## src/sv/sae_pkg.sv

```systemverilog
// Package for the set algebra engine: transaction structs, action codes and status codes.
// Used by every module of the block. It depends on nothing.
`default_nettype none
package sae_pkg;

	typedef enum logic [3:0] {
		ACT_CLEAR    = 4'd0,
		ACT_INS_A    = 4'd1,
		ACT_INS_B    = 4'd2,
		ACT_SUBSET   = 4'd3,
		ACT_UNION    = 4'd4,
		ACT_INTERSECT = 4'd5,
		ACT_A_MINUS_B = 4'd6,
		ACT_SYMDIFF  = 4'd7,
		ACT_COMPL    = 4'd8
	} action_t;

	localparam logic [1:0] ST_OK      = 2'd0;
	localparam logic [1:0] ST_DUP     = 2'd1;
	localparam logic [1:0] ST_FULL    = 2'd2;
	localparam logic [1:0] ST_NOT_SUB = 2'd3;

	typedef struct packed {
		logic [3:0]         action;
		logic signed [31:0] value;
	} in_item_t;

	typedef struct packed {
		logic signed [31:0] element;
		logic               has_element;
		logic               last;
		logic [1:0]         status;
		logic               is_subset;
	} out_item_t;

	// Broadcast from the sequencer to every cell of one chain.
	typedef struct packed {
		logic clear;
		logic load;
		logic shift;
	} cell_ctrl_t;

endpackage
`default_nettype wire

```

## src/sv/sae_cell.sv

```systemverilog
// One cell of a set chain: holds one element and compares it with a broadcast probe.
// Depends on sae_pkg for the control struct.
`default_nettype none
module sae_cell #(
	parameter int W = 32
) (
	input  wire                  clk,
	input  wire                  arst_n,
	input  wire sae_pkg::cell_ctrl_t ctrl,
	input  wire                  is_tail,
	input  wire  [W-1:0]         load_data,
	input  wire                  nb_valid,
	input  wire  [W-1:0]         nb_data,
	input  wire  [W-1:0]         probe,
	output logic                 valid,
	output logic [W-1:0]         data,
	output logic                 hit
);

	logic         valid_q;
	logic [W-1:0] data_q;

	// A load writes only the first empty cell; a shift takes the neighbour's contents.
	always_ff @(posedge clk or negedge arst_n) begin
		if (!arst_n) begin
			valid_q <= 1'b0;
		end else if (ctrl.clear) begin
			valid_q <= 1'b0;
		end else if (ctrl.shift) begin
			valid_q <= nb_valid;
		end else if (ctrl.load && is_tail) begin
			valid_q <= 1'b1;
		end
	end

	always_ff @(posedge clk) begin
		if (ctrl.shift) begin
			data_q <= nb_data;
		end else if (ctrl.load && is_tail) begin
			data_q <= load_data;
		end
	end

	assign valid = valid_q;
	assign data  = data_q;
	assign hit   = valid_q && (data_q == probe);

endmodule
`default_nettype wire

```

## src/sv/sae_chain.sv

```systemverilog
// A chain of set cells for one set, with rotation so the head can be streamed out.
// Depends on sae_pkg and sae_cell.
`default_nettype none
module sae_chain #(
	parameter int CAP = 16,
	parameter int W   = 32
) (
	input  wire                  clk,
	input  wire                  arst_n,
	input  wire sae_pkg::cell_ctrl_t ctrl,
	input  wire  [W-1:0]         load_data,
	input  wire  [W-1:0]         probe,
	output logic                 member,
	output logic [W-1:0]         head
);

	logic [CAP-1:0]        valid;
	logic [CAP-1:0]        hit;
	logic [CAP-1:0][W-1:0] data;
	logic [CAP-1:0]        tail;
	logic [CAP-1:0]        nb_valid;
	logic [CAP-1:0][W-1:0] nb_data;

	// The tail is the first empty cell; cells fill in insertion order.
	always_comb begin
		for (int i = 0; i < CAP; i++) begin
			if (i == 0) tail[i] = !valid[0];
			else        tail[i] = !valid[i] && valid[i-1];
		end
	end

	// Rotation by one within the filled cells: each cell takes its upper neighbour,
	// and the last filled cell takes the head, so a full pass restores the order.
	always_comb begin
		for (int i = 0; i < CAP-1; i++) begin
			if (valid[i+1]) begin
				nb_valid[i] = 1'b1;
				nb_data[i]  = data[i+1];
			end else begin
				nb_valid[i] = valid[i];
				nb_data[i]  = data[0];
			end
		end
		nb_valid[CAP-1] = valid[CAP-1];
		nb_data[CAP-1]  = data[0];
	end

	for (genvar g = 0; g < CAP; g++) begin : g_cell
		sae_cell #(.W(W)) u_cell (
			.clk(clk), .arst_n(arst_n), .ctrl(ctrl), .is_tail(tail[g]),
			.load_data(load_data),
			.nb_valid(nb_valid[g]), .nb_data(nb_data[g]),
			.probe(probe), .valid(valid[g]), .data(data[g]), .hit(hit[g])
		);
	end

	assign member = |hit;
	assign head   = data[0];

endmodule
`default_nettype wire

```

## src/sv/set_algebra_engine_core.sv

```systemverilog
// Top level of the set algebra engine: sequencer, two cell chains and the output register.
// Depends on sae_pkg, sae_chain and sae_cell.
//
//  channel | direction | handshake     | payload
//  in      | input     | valid / stall | sae_pkg::in_item_t  (action, value)
//  out     | output    | valid / stall | sae_pkg::out_item_t (element .. is_subset)
//
// Inserts, clear and the subset query each end in one result item; a streaming query
// rotates the cell chains, and the comparators in every cell test the broadcast head
// of the rotating chain against the other set.
// arst_n clears both sets and the sequencer. A stalled output holds the sequencer.
`default_nettype none
module set_algebra_engine_core #(
	parameter int CAPACITY   = 16,
	parameter int ELEM_WIDTH = 32
) (
	input  wire                 clk,
	input  wire                 arst_n,
	input  wire                 in_valid,
	output logic                in_stall,
	input  wire sae_pkg::in_item_t in_data,
	output logic                out_valid,
	input  wire                 out_stall,
	output sae_pkg::out_item_t  out_data
);

	localparam int CW = $clog2(CAPACITY + 1);

	typedef enum logic [4:0] {
		S_IDLE  = 5'b00001,
		S_CHECK = 5'b00010,
		S_PASSA = 5'b00100,
		S_PASSB = 5'b01000,
		S_DONE  = 5'b10000
	} state_t;

	state_t                  state_q;
	sae_pkg::action_t        act_q;
	logic [ELEM_WIDTH-1:0]   val_q;
	logic [CW-1:0]           cnt_a_q, cnt_b_q, idx_q;
	logic                    flag_q, any_q, hold_q;
	logic [1:0]              st_q;
	logic                    out_valid_q;
	sae_pkg::out_item_t      out_q;
	sae_pkg::out_item_t      held_q;

	sae_pkg::cell_ctrl_t     ctrl_a, ctrl_b;
	logic [ELEM_WIDTH-1:0]   probe, head_a, head_b;
	logic                    mem_a, mem_b;
	logic                    busy;
	logic                    emit, emit_last, emit_has;
	logic [ELEM_WIDTH-1:0]   emit_elem;
	logic [1:0]              emit_st;
	logic                    emit_sub;
	sae_pkg::out_item_t      emit_item;
	sae_pkg::out_item_t      held_last;
	logic                    can_emit;
	logic                    accept;
	logic                    pass_end;
	logic [CW-1:0]           pass_cnt;
	logic                    pass_empty;
	logic                    pass_go;
	logic                    to_passb;
	state_t                  pass_next;
	logic                    compl_fin;
	logic                    compl_ok;
	logic                    out_load;

	assign busy     = (state_q != S_IDLE);
	assign in_stall = busy;
	assign accept   = in_valid && !busy;
	assign can_emit = !out_valid_q || !out_stall;

	// The probe is the new value outside the passes, and the head of the rotating chain during a pass.
	always_comb begin
		probe = val_q;
		if (state_q == S_PASSA) probe = head_a;
		else if (state_q == S_PASSB) probe = head_b;
	end

	// Pass bookkeeping: the rotating set's count, its end and the state that follows.
	assign pass_cnt   = (state_q == S_PASSA) ? cnt_a_q : cnt_b_q;
	assign pass_empty = (pass_cnt == '0);
	assign pass_end   = (idx_q + 1'b1 >= pass_cnt);
	assign pass_go    = can_emit && !hold_q && !pass_empty;
	assign to_passb   = (state_q == S_PASSA) && (act_q != sae_pkg::ACT_INTERSECT) &&
	                    (act_q != sae_pkg::ACT_A_MINUS_B);
	assign pass_next  = (act_q == sae_pkg::ACT_SUBSET) ? S_CHECK : S_DONE;
	assign compl_fin  = (state_q == S_PASSA) && (act_q == sae_pkg::ACT_COMPL) &&
	                    (pass_empty || (pass_go && pass_end));
	assign compl_ok   = flag_q && (pass_empty || mem_b);

	// Sequencer decisions: rotate, load, clear and emit.
	always_comb begin
		ctrl_a = '0;
		ctrl_b = '0;
		emit = 1'b0; emit_last = 1'b0; emit_has = 1'b0;
		emit_elem = '0; emit_st = sae_pkg::ST_OK; emit_sub = 1'b0;
		unique case (state_q)
			S_CHECK: begin
				if (can_emit) begin
					emit = 1'b1; emit_last = 1'b1;
					unique case (act_q)
						sae_pkg::ACT_CLEAR: begin
							ctrl_a.clear = 1'b1; ctrl_b.clear = 1'b1;
						end
						sae_pkg::ACT_INS_A: begin
							if (mem_a) emit_st = sae_pkg::ST_DUP;
							else if (cnt_a_q >= CW'(CAPACITY)) emit_st = sae_pkg::ST_FULL;
							else ctrl_a.load = 1'b1;
						end
						sae_pkg::ACT_INS_B: begin
							if (mem_b) emit_st = sae_pkg::ST_DUP;
							else if (cnt_b_q >= CW'(CAPACITY)) emit_st = sae_pkg::ST_FULL;
							else ctrl_b.load = 1'b1;
						end
						default: emit_sub = flag_q;
					endcase
				end
			end
			S_PASSA, S_PASSB: begin
				if (pass_go) begin
					if (state_q == S_PASSA) ctrl_a.shift = 1'b1;
					else ctrl_b.shift = 1'b1;
					emit_elem = probe;
					emit_has  = 1'b1;
					emit_st   = st_q;
					if (state_q == S_PASSA) begin
						unique case (act_q)
							sae_pkg::ACT_INTERSECT: emit = mem_b;
							sae_pkg::ACT_UNION:     emit = 1'b1;
							sae_pkg::ACT_COMPL:     emit = 1'b0;
							default:                emit = !mem_b;
						endcase
					end else if (act_q == sae_pkg::ACT_SUBSET) begin
						emit = 1'b0;
					end else begin
						emit = (act_q == sae_pkg::ACT_COMPL && flag_q) ? 1'b1 : !mem_a;
					end
				end
			end
			S_DONE: begin
				if (can_emit && !any_q) begin
					emit = 1'b1; emit_last = 1'b1; emit_st = st_q;
				end
			end
			default: ;
		endcase
	end

	assign emit_item = '{element: 32'(emit_elem), has_element: emit_has, last: emit_last,
	                     status: emit_st, is_subset: emit_sub};

	always_comb begin
		held_last      = held_q;
		held_last.last = 1'b1;
	end

	// The output register takes a new item in these cycles.
	assign out_load = (state_q == S_DONE) ? can_emit :
	                  (emit && (state_q == S_CHECK || any_q));

	// Sequencer state. Streamed results are held one item back so the final one can be
	// marked last.
	always_ff @(posedge clk or negedge arst_n) begin
		if (!arst_n) begin
			state_q <= S_IDLE;
			cnt_a_q <= '0; cnt_b_q <= '0; idx_q <= '0;
			flag_q <= 1'b0; any_q <= 1'b0; hold_q <= 1'b0;
			st_q <= sae_pkg::ST_OK;
			act_q <= sae_pkg::ACT_CLEAR;
			val_q <= '0;
			out_valid_q <= 1'b0;
		end else begin
			out_valid_q <= out_load || (out_valid_q && out_stall);
			if (ctrl_a.clear) begin
				cnt_a_q <= '0; cnt_b_q <= '0;
			end else begin
				if (ctrl_a.load) cnt_a_q <= cnt_a_q + 1'b1;
				if (ctrl_b.load) cnt_b_q <= cnt_b_q + 1'b1;
			end
			unique case (state_q)
				S_IDLE: begin
					if (accept && in_data.action <= 4'(sae_pkg::ACT_COMPL)) begin
						act_q  <= sae_pkg::action_t'(in_data.action);
						val_q  <= ELEM_WIDTH'($unsigned(in_data.value));
						idx_q  <= '0;
						any_q  <= 1'b0;
						hold_q <= 1'b0;
						st_q   <= sae_pkg::ST_OK;
						flag_q <= 1'b1;
						if (in_data.action >= 4'(sae_pkg::ACT_UNION)) state_q <= S_PASSA;
						else if (in_data.action == 4'(sae_pkg::ACT_SUBSET)) state_q <= S_PASSB;
						else state_q <= S_CHECK;
					end
				end
				S_CHECK: begin
					if (emit) state_q <= S_IDLE;
				end
				S_PASSA, S_PASSB: begin
					// Complement: the pass over A only checks A within B.
					if (compl_fin) begin
						st_q   <= compl_ok ? sae_pkg::ST_OK : sae_pkg::ST_NOT_SUB;
						flag_q <= !compl_ok;
					end else if (pass_go && ((state_q == S_PASSA &&
					             act_q == sae_pkg::ACT_COMPL && !mem_b) ||
					             (act_q == sae_pkg::ACT_SUBSET && !mem_a))) begin
						flag_q <= 1'b0;
					end
					if (pass_go && emit) any_q <= 1'b1;
					hold_q <= pass_empty || (pass_go && pass_end);
					if (pass_empty || (pass_go && pass_end)) begin
						idx_q   <= '0;
						state_q <= to_passb ? S_PASSB : pass_next;
					end else if (pass_go) begin
						idx_q <= idx_q + 1'b1;
					end
				end
				S_DONE: begin
					if (can_emit) state_q <= S_IDLE;
				end
				default: state_q <= S_IDLE;
			endcase
		end
	end

	// Held item: the newest streamed element, waiting until the next one shows it is
	// not the final one.
	always_ff @(posedge clk) begin
		if (emit && (state_q == S_PASSA || state_q == S_PASSB)) held_q <= emit_item;
	end

	// Output register: written when the previous item is handed over or the slot is
	// free; at the end the held item goes out with its last flag set.
	always_ff @(posedge clk) begin
		if (out_load) begin
			if (state_q == S_DONE && any_q) out_q <= held_last;
			else if (state_q == S_PASSA || state_q == S_PASSB) out_q <= held_q;
			else out_q <= emit_item;
		end
	end

	assign out_valid = out_valid_q;
	assign out_data  = out_q;

	sae_chain #(.CAP(CAPACITY), .W(ELEM_WIDTH)) u_chain_a (
		.clk(clk), .arst_n(arst_n), .ctrl(ctrl_a), .load_data(val_q),
		.probe(probe), .member(mem_a), .head(head_a)
	);

	sae_chain #(.CAP(CAPACITY), .W(ELEM_WIDTH)) u_chain_b (
		.clk(clk), .arst_n(arst_n), .ctrl(ctrl_b), .load_data(val_q),
		.probe(probe), .member(mem_b), .head(head_b)
	);

	// No new transaction while the sequencer is busy.
	a_no_accept_busy: assert property (@(posedge clk) disable iff (!arst_n)
		busy |-> in_stall) else $error("accepted while busy");
	// Set counts never exceed the capacity.
	a_cnt_a: assert property (@(posedge clk) disable iff (!arst_n)
		cnt_a_q <= CW'(CAPACITY)) else $error("set A overfull");
	a_cnt_b: assert property (@(posedge clk) disable iff (!arst_n)
		cnt_b_q <= CW'(CAPACITY)) else $error("set B overfull");
	// A held result is never overwritten while stalled.
	a_hold: assert property (@(posedge clk) disable iff (!arst_n)
		out_valid && out_stall |=> out_valid && $stable(out_data))
		else $error("stalled result changed");

endmodule
`default_nettype wire

```

## config.mk

```make
export PLATFORM = sky130hd
export DESIGN_NAME = set_algebra_engine_core
export DESIGN_NICKNAME = d
export VERILOG_FILES = /design/src/sv/sae_pkg.sv /design/src/sv/sae_cell.sv /design/src/sv/sae_chain.sv /design/src/sv/set_algebra_engine_core.sv
export SDC_FILE = /design/constraint.sdc
export NUM_CORES = 2
export LEC_CHECK = 0
export BUFFER_PORTS_ARGS = -buffer_cell sky130_fd_sc_hd__buf_2
export CAP_MARGIN = 40
export CELL_PAD_IN_SITES_DETAIL_PLACEMENT = 0
export CELL_PAD_IN_SITES_GLOBAL_PLACEMENT = 1
export CORE_ASPECT_RATIO = 0.7
export CORE_MARGIN = 2
export CORE_UTILIZATION = 55
export DETAILED_ROUTE_END_ITERATION = 8
export PLACE_DENSITY_LB_ADDON = 0.1
export SLEW_MARGIN = 20
export SYNTH_ARGS = -nofsm -noshare
export SYNTH_HDL_FRONTEND = slang
export SYNTH_HIERARCHICAL = 1
export SYNTH_SLANG_ARGS = --single-unit
```

## constraint.sdc

```tcl
create_clock -name clk -period 22.9 [get_ports clk]
set_clock_uncertainty 0.2 [all_clocks]
set_input_delay 3.435 -clock clk [delete_from_list [all_inputs] [get_ports clk]]
set_output_delay 3.435 -clock clk [all_outputs]
set_load 0.05 [all_outputs]
```

==> results.ini <==
[run_status]
status = finished, final reports clean

[cells_and_area]
drive_gt1_share_pct = 46.0
regArea_mm2 = 0.0353
nets = 5722
multi_input_area_mm2 = 0.0408
fin_util_pct = 60.3
area_growth_pct = 9.23
n_fill_cell = 11100

[sta]
setup-tns-final_ps = 0
rsz0062_at_grt = no
drv_slew = 0
fin_crit_ps = 7860
tightestPinTransition_ps = 1180
worst_slack_ps = 15040
fmax_mhz = 127
hold_viol = 0
slew_headroom_pct = 21.2
setup_viol = 0
fin_crit_sh_pct = 34.3

[hold_path]
hold_end = idx_q[4]$_DFFE_PN0P_
min-delay-path-class = reg -> reg
whs_path_depth = 1
hp-start = idx_q[4]$_DFFE_PN0P_

[flow_run]
cap_violations = 0

[placement]
gp_congestion = 0.871
place_hpwl_um = 145000
port_buffers = 78
place_ws_ps = 14570

[synth]
synth_most_common_cell = mux2_2
avgSynthCellArea_um2 = 14.1
syn-instance-count = 5568
yosys_warnings = 6
yosys.cell_types.count = 61
synth_area_mm2 = 0.0787
synth-async-reset-ratio_pct = 7.81
yosysTopAreaCellShare_pct = 41.9
synth_edf_count = 1098
ys_top_cells_by_count = 1205 x mux2_2, 1098 x edfxtp_1, 997 x xor2_1
seq_area_frac_synth_pct = 44.9
yosys.area.top_type = edfxtp_1
ys_ff_latch = 1191
yosys-top-cells-area = edfxtp_1 42%, mux2_2 17%, mux2_4 15%
synth_nets = 5616
synthFlopType = edfxtp_1

[global_routing]
grt_pass1_vias = 47800
grt_max_degree = 165
gr-total-overflow = 0
grtUsageTotal_pct = 29.9
grt_pass1_wl_um = 326000
antenna_found_initial = 8

[clocking]
cts_hold_buf = 0
worst_skew_pair.late_latency_ps = 790
cts_tree = yes
cts_made_buffers = 132
clockBufferDepth = 3
ctsResizeCount = 0
clk_pin_slew_ps = 60
cts.sink_count = 1191
htreeDepth = 4
root_buffer = clkbuf_16
postCtsSetupRepairBufs = 0

[worst_setup_path]
r2r_slack_ps = 15040
critPathKind = reg -> reg
required_ps = 23180
reg2reg_to = out_data[28]$_DFFE_PP_
reg2reg_from = state_q[3]$_DFFE_PN0P_
arrival_ps = 8140
reg2reg_depth = 22
crit_path_start_kind = flip-flop
cp_max_fo = 39
endpoint_kind = flip-flop

[floorplanning]
die_x_um = 456
core_mm2 = 0.143
rows = 116
initial_utilization_pct = 55.2
pin_count = 79
die_h_um = 320
die-area_mm2 = 0.146

[power_and_ir_drop]
p_sw_share_pct = 37.5
ir_drop_uv = 120
power.density_mw_per_mm2 = 118
combinationalPowerShare_pct = 50.3
power_switching_mw = 3.80
intPower_mw = 6.34
totalPowerFinal_mw = 10.1
seqPwrFrac_pct = 28.3
power.share.clock_pct = 21.4
power.leakage_nw = 34.7

[detailed_routing]
wl_um = 222000
drt_iter0_drc = 4821
first_pass_iters = 6
via_count = 47400
ant_nets = 0
vias_per_cell = 6.18
drc = 0
wl_per_cell_um = 29.0

==> how the worst max path moves through the flow <==
stage                                 startpoint                                        endpoint  slack, ps
final                     state_q[3]$_DFFE_PN0P_                          out_data[28]$_DFFE_PP_      15040
after global routing      state_q[1]$_DFFE_PN0P_                          out_data[21]$_DFFE_PP_      14840
after CTS                 state_q[3]$_DFFE_PN0P_                           out_data[1]$_DFFE_PP_      14750
after detailed placement               out_stall  u_chain_a/g_cell[14].u_cell/data[13]$_DFFE_PP_      14570
after global placement    state_q[1]$_DFFE_PN0P_                          out_data[23]$_DFFE_PP_      14430
after floorplan           state_q[0]$_DFFE_PN1P_                           out_data[0]$_DFFE_PP_      13340
==> placed cells by master, fill, tap and decap left out, types with 63 or more instances in the layout <==
cell type / Yosys / final
buf_2: 194 / 80
buf_4: 3 / 162
nor2b_1: 63 / 63
mux2_4: 784 / 784
xor2_1: 997 / 997
nand3_1: 70 / 70
nor4_1: 235 / 235
nand2_1: 150 / 149
mux2_2: 1205 / 1205
edfxtp_1: 1098 / 1098
clkbuf_16: 0 / 139
==> state kept, by name (all words and copies together), names as in the netlist <==
signal / count
u_chain_a/g_cell.u_cell/data: 512
u_chain_b/g_cell.u_cell/data: 512
out_data: 37
held_last: 36
val_q: 32
u_chain_a/g_cell.u_cell/valid: 16
u_chain_b/g_cell.u_cell/valid: 16
cnt_a_q: 5
cnt_b_q: 5
idx_q: 5
state_q: 5
act_q: 4
any_q: 1
flag_q: 1
held_q: 1
hold_q: 1
out_valid: 1
st_q: 1
==> kinds of logic (layout without fill, tap and decap cells) <==
kind of cell    count (synthesis)  in the layout  synth area share (%)
other cells                     0              5                     0
xor+xnor                     1034           1034                  11.5
compound gates                181            181                  1.48
buf+inv                       379            587                  3.90
mux                          2029           2029                  32.7
simple gates                  746            746                  5.41
flops                        1191           1191                  44.9
fa+ha+maj                       8              8                 0.127
==> per-stage QoR <==
| stage | hold WS (ps) | cell area, µm² | std cells |
|---|---|---|---|
| after floorplan | 283 | 78700 | 5568 |
| after CTS | 337 | 85600 | 7644 |
| after global placement | 312 | 80300 | 7357 |
| final | 332 | 85900 | 7669 |
| after detailed placement | 319 | 81300 | 7408 |
| after global routing | 354 | 85900 | 7665 |
==> power groups by stage <==
| stage | clock network [mW] | logic (mW) | registers [mW] |
|---|---|---|---|
| 2_1_floorplan | 0 | 3.72 | 3.05 |
| 3_3_place_gp | 0 | 4.86 | 2.92 |
| 3_5_place_dp | 0 | 4.99 | 2.92 |
| 4_1_cts | 2.21 | 5.02 | 2.87 |
| 5_1_grt | 2.29 | 5.40 | 2.88 |
| 6_report | 2.17 | 5.10 | 2.87 |
==> critical path, cell delays in order (launching register included) <==
cell and delay (ps):
dfrtp_1 450, or3_4 390, nor2_4 220, buf_12 220
buf_4 340, buf_16 300, nand2_1 150, o21ai_4 360
buf_4 470, xor2_1 130, nor4_1 600, nand4_1 550
nor3_2 420, nor4_1 140, nand4_1 550, nor4bb_1 140
a21oi_1 160, o211ai_1 140, a21oi_4 150, buf_4 430
a21oi_1 230, nor2_4 410, buf_16 230
==> routing by layer <==
metal	GRT usage [%]	share of wire, %	vias to the layer above
met3	7.41	8.3	271
met5	0	0.0058	-
li1	-	-	21000
met2	43.3	42	1544
met1	44.8	48	24500
met4	7.29	2.1	2
==> area by class of cell <==
| class | instances | area share [%] |
|---|---|---|
| sequential | 1191 | 41.1 |
| multi-input combinational | 3998 | 47.4 |
| timing repair buffer | 313 | 3.57 |
| tap | 1888 | 2.75 |
| antenna | 5 | 0.0146 |
| inverter | 38 | 0.166 |
| clock buffer | 190 | 4.39 |
| clock inverter | 46 | 0.576 |
(Power assumes the default switching activity.)
